File: src/design/tca_pkg.sv
`timescale 1ns / 1ps
`default_nettype none

package tca_pkg;

   // Width of one colour channel and of each mean.
   localparam int PIX_W = 8;

   // Default limit on counted pixels per tile.
   localparam int MAX_PIXELS_DEF = 65536;

   // The divider produces one quotient bit per step.
   localparam int Q_STEPS = PIX_W;
   localparam int STEP_W  = $clog2(Q_STEPS);

   // Configuration register indexes.
   localparam int CSR_IDX_W = 2;
   localparam logic [CSR_IDX_W-1:0] CSR_KEY_RED    = 2'd0;
   localparam logic [CSR_IDX_W-1:0] CSR_KEY_GREEN  = 2'd1;
   localparam logic [CSR_IDX_W-1:0] CSR_KEY_BLUE   = 2'd2;
   localparam logic [CSR_IDX_W-1:0] CSR_KEY_ENABLE = 2'd3;

   // Register reset values: magenta key, keying on.
   localparam logic [PIX_W-1:0] KEY_RED_RST   = 8'd255;
   localparam logic [PIX_W-1:0] KEY_GREEN_RST = 8'd0;
   localparam logic [PIX_W-1:0] KEY_BLUE_RST  = 8'd255;
   localparam logic             KEY_EN_RST    = 1'b1;

   // Channel currently served by the shared divider.
   typedef enum logic [1:0] {
      CH_RED   = 2'd0,
      CH_GREEN = 2'd1,
      CH_BLUE  = 2'd2
   } chan_type;

endpackage

`default_nettype wire

File: src/design/tca_div.sv
`timescale 1ns / 1ps
`default_nettype none

module tca_div import tca_pkg::*; #(
   parameter int CNT_W = 17
) (
   input  logic                   clock,
   input  logic                   reset,
   input  logic                   start,
   input  logic [CNT_W+PIX_W-1:0] dividend,
   input  logic [CNT_W-1:0]       divisor,
   output logic                   done,
   output logic [PIX_W-1:0]       quotient
);

   logic              busy_ff, busy_in;
   logic              done_ff, done_in;
   logic [STEP_W-1:0] step_ff, step_in;
   logic [CNT_W-1:0]  rem_ff, rem_in;
   logic [PIX_W-1:0]  low_ff, low_in;
   logic [PIX_W-1:0]  q_ff, q_in;

   logic [CNT_W:0] trial;
   logic [CNT_W:0] diff;
   logic           fits;

   // The quotient is known to fit in PIX_W bits, so the upper dividend bits
   // start out as the partial remainder and only the low byte is shifted in.
   assign trial = {rem_ff, low_ff[PIX_W-1]};
   assign diff  = trial - {1'b0, divisor};
   assign fits  = !diff[CNT_W];

   always_comb begin
      busy_in = busy_ff;
      done_in = 1'b0;
      step_in = step_ff;
      rem_in  = rem_ff;
      low_in  = low_ff;
      q_in    = q_ff;
      if (start) begin
         busy_in = 1'b1;
         step_in = '0;
         rem_in  = dividend[CNT_W+PIX_W-1:PIX_W];
         low_in  = dividend[PIX_W-1:0];
      end else if (busy_ff) begin
         rem_in  = fits ? diff[CNT_W-1:0] : trial[CNT_W-1:0];
         low_in  = {low_ff[PIX_W-2:0], 1'b0};
         q_in    = {q_ff[PIX_W-2:0], fits};
         step_in = step_ff + STEP_W'(1);
         if (step_ff == STEP_W'(Q_STEPS - 1)) begin
            busy_in = 1'b0;
            done_in = 1'b1;
         end
      end
   end

   always_ff @(posedge clock) begin
      if (reset) begin
         busy_ff <= 1'b0;
         done_ff <= 1'b0;
         step_ff <= '0;
      end else begin
         busy_ff <= busy_in;
         done_ff <= done_in;
         step_ff <= step_in;
      end
   end

   always_ff @(posedge clock) begin
      rem_ff <= rem_in;
      low_ff <= low_in;
      q_ff   <= q_in;
   end

   assign done     = done_ff;
   assign quotient = q_ff;

endmodule

`default_nettype wire

File: config.mk
export PLATFORM = sky130hd
export DESIGN_NAME = tca_div
export DESIGN_NICKNAME = d
export VERILOG_FILES = /design/src/design/tca_pkg.sv /design/src/design/tca_div.sv
export SDC_FILE = /design/constraint.sdc
export NUM_CORES = 1
export LEC_CHECK = 0
export BUFFER_PORTS_ARGS = -buffer_cell sky130_fd_sc_hd__buf_2
export CAP_MARGIN = 20
export CORE_UTILIZATION = 60
export CTS_CLUSTER_DIAMETER = 80
export DETAILED_ROUTE_END_ITERATION = 12
export PLACE_DENSITY = 0.83
export SYNTH_ARGS = -nofsm -noshare
export SYNTH_HDL_FRONTEND = slang
export SYNTH_SLANG_ARGS = --single-unit
File: constraint.sdc
create_clock -name clock -period 5.4 [get_ports clock]
set_input_delay 0.27 -clock clock [delete_from_list [all_inputs] [get_ports clock]]
set_output_delay 0.27 -clock clock [all_outputs]
set_load 0.01 [all_outputs]
==> out/metrics.yaml <==
syn-num-nets: 333
vias: 2095
p_switching_w: 0.0007069
postCtsSetupRepairBufs: 0
cts_hold_buf: 0
hold_class: "in2reg"
core_area_mm2: 0.004115
finalPower_w: 0.001736
async_reset_ff_frac: 0
layout_commonest_cell: "buf_2"
ys.flop_type: "edfxtp_1"
worstPathArrival_ns: 3.28
dr.max_layer_used: "met4"
startpoint_type: "flop"
pwr-share-seq: 0.281
worstPathRequired_ns: 5.45
synth_edf_count: 33
wl_met3_um: 270
drive_above_1_share: 0.2603
rows: 23
clk_path_buf_depth: 2
synth_xor_xnor_area_share: 0.04937
fill_cells: 288
ys_types: 48
slew_headroom: 0.3752
outcome: "finished, final reports clean"
grt_pass1_wl_um: 8763
cts_resized: 0
cp-startpoint: "rem_ff[3]"
diodes: 0
cpPeakStageDelay_ns: 0.78
clock-sinks: 38
rr_startpoint: "rem_ff[3]"
final_cell_mix: "buf_2, edfxtp_1, nand2_1"
synth_mux_area_frac: 0.06582
wl_met1_um: 2589
antenna_found_initial: 0
start_util: 0.6467
p_leak_nw: 1.334
clk_latency_ns: 0.30
post-route-period-util: 0.5990
met2_length_um: 2493
combPwrFrac: 0.545
die_x_um: 68.60
nets: 379
synthCells: 268
yosys_warnings: 0
max_slew.worst_pin.slew_ns: 0.9372
min_from: "reset"
clk_pin_slew_ns: 0.07
internal_power_w: 0.001029
endpoint_kind: "flop"
period_minus_slack_ns: 3.235
syn_to_final_growth_pct: 15.14
synth_compound_area_frac: 0.1613
root_buffer: "clkbuf_8"
hpwlAfterDp_um: 3917
drt_pass1_iterations: 4
htree_levels: 2
die_area_mm2: 0.004706
rsz0062_at_grt: "no"
die_y_um: 68.60
io_buffers: 53
track_usage: 0.2608
antenna_left: 0
pwr-share-clk: 0.174
setup_tns_ns: 0
power.density_mw_per_mm2: 566.4
ys_seq_area_frac: 0.4100
sw_frac_of_total: 0.4073
vias_per_cell: 5.740
max_cap_violations: 0
cts_tree: "yes"
drtIter0Drc: 160
drc: 0
syn_area_mm2: 0.002661
hold_ws_ns: 0.2022
num_io_pins: 54
ir_worst_vdd_mv: 0.3290
grt_max_degree: 58
path_cells: "ha_1 -> a21oi_1 -> nand2_1 -> o211ai_2 -> o2bb2ai_2 -> mux2i_2 -> buf_4 -> mux2i_1 -> mux2_2"
fmax_mhz: 309.1
place_area_mm2: 0.002922
synthSimpleGateAreaFrac: 0.1589
wire_per_inst_um: 14.89
stdcell_area_mm2: 0.003064
synth_top_family_by_area: "compound AO/OA/AOI/OAI gates"
path_delay_family: "multiplexers"
hold_violations: 0
post-route-util: 0.7446
fin_skew_ns: 0.007361
cp_max_fo: 17
wirelength_um: 5435
drv_slew: 0
critPathBufInv: 1
setup_viol: 0
grt_overflow_total: 0
ys_seq_elements: 38
syn_avg_cell_area_um2: 9.930
cpMaxStageDelayCell: "mux2i_2"
yosys.area_share.adder: 0.09685
grt_pass1_vias: 1996
path_class: "reg2reg"
cts_made_buffers: 5
gp_congestion: 0.8537
path summary, 6_finish.rpt:
kind	end	slack [ns]	depth (start not counted)
min reg2reg	quotient[7]	0.45	0
min	step_ff[2]	0.20	2
max	rem_ff[0]	2.17	9
max reg2reg	rem_ff[0]	2.17	9
Yosys cell counts, types with 2 or more instances:
cell type  number  area, um^2
a21o_1          2       15.01
a21oi_1        22       110.1
a21oi_2         3       26.28
a22oi_1         2       15.01
and2_1          2       12.51
buf_2           3       15.01
buf_6           2       22.52
clkbuf_1        9       33.78
dfxtp_1         5       100.1
edfxtp_1       33       991.0
ha_1           19       237.7
inv_1          21       78.83
mux2_2          9       101.4
mux2i_1         6       60.06
nand2_1        24       90.09
nand2b_1        6       37.54
nand3_1         5       25.02
nand3b_1        8       60.06
nand4_1         2       12.51
nor2_1         13       48.80
nor2b_1         6       37.54
nor3_1          4       20.02
o211ai_1        3       22.52
o211ai_2        3       37.54
o21ai_0         9       45.04
o21ai_1         2       10.01
o311ai_1        7       61.31
o31ai_1         3       22.52
or3_1           3       18.77
xnor2_1         8       70.07
xor2_1          7       61.31
final cells by class:
class | instances | area [um^2] | share of cell area
Multi-Input combinational cell | 194 | 1416 | 0.4622
Sequential cell | 38 | 1091 | 0.3561
Clock inverter | 2 | 60.06 | 0.01960
Clock buffer | 6 | 82.58 | 0.02695
Timing Repair Buffer | 54 | 272.8 | 0.08902
Tap cell | 50 | 62.56 | 0.02042
Inverter | 21 | 78.83 | 0.02572
through the flow:
step	cells	setup WS (ns)
floorplan	268	3.059
global route	365	1.954
CTS	365	2.195
finish	365	2.165
global placement	357	2.308
detailed placement	357	2.205
power by group through the flow:
| stage | clock [W] | combinational, W | sequential [W] |
|---|---|---|---|
| 2_1_floorplan | 0 | 0.000781 | 0.000471 |
| 6_report | 0.000302 | 0.000946 | 0.000487 |
| 5_1_grt | 0.000317 | 0.00105 | 0.000493 |
| 4_1_cts | 0.000306 | 0.000934 | 0.000486 |
| 3_5_place_dp | 0 | 0.000921 | 0.000493 |
| 3_3_place_gp | 0 | 0.000903 | 0.000489 |
flip-flops by register name, summed over array words and instances (netlist names):
signal    count
step_ff       3
quotient      8
low_ff        8
rem_ff       17
busy_ff       1
done          1
cell families after synthesis:
kind of cell               Yosys count
and+or+nand+nor                     80
AOI/OAI and AO/OA                   63
DFF                                 38
buffers and inverters               36
adders and majority gates           20
muxes                               16
xor gates and xnor gates            15
metal layers:
metal	global-route usage	vias to the layer above
li1	-	1061
met1	0.3509	965
met2	0.4056	62
met3	0.05263	7
met4	0.1146	0
met5	0	-
No activity file was read; power rests on OpenSTA's default activity.
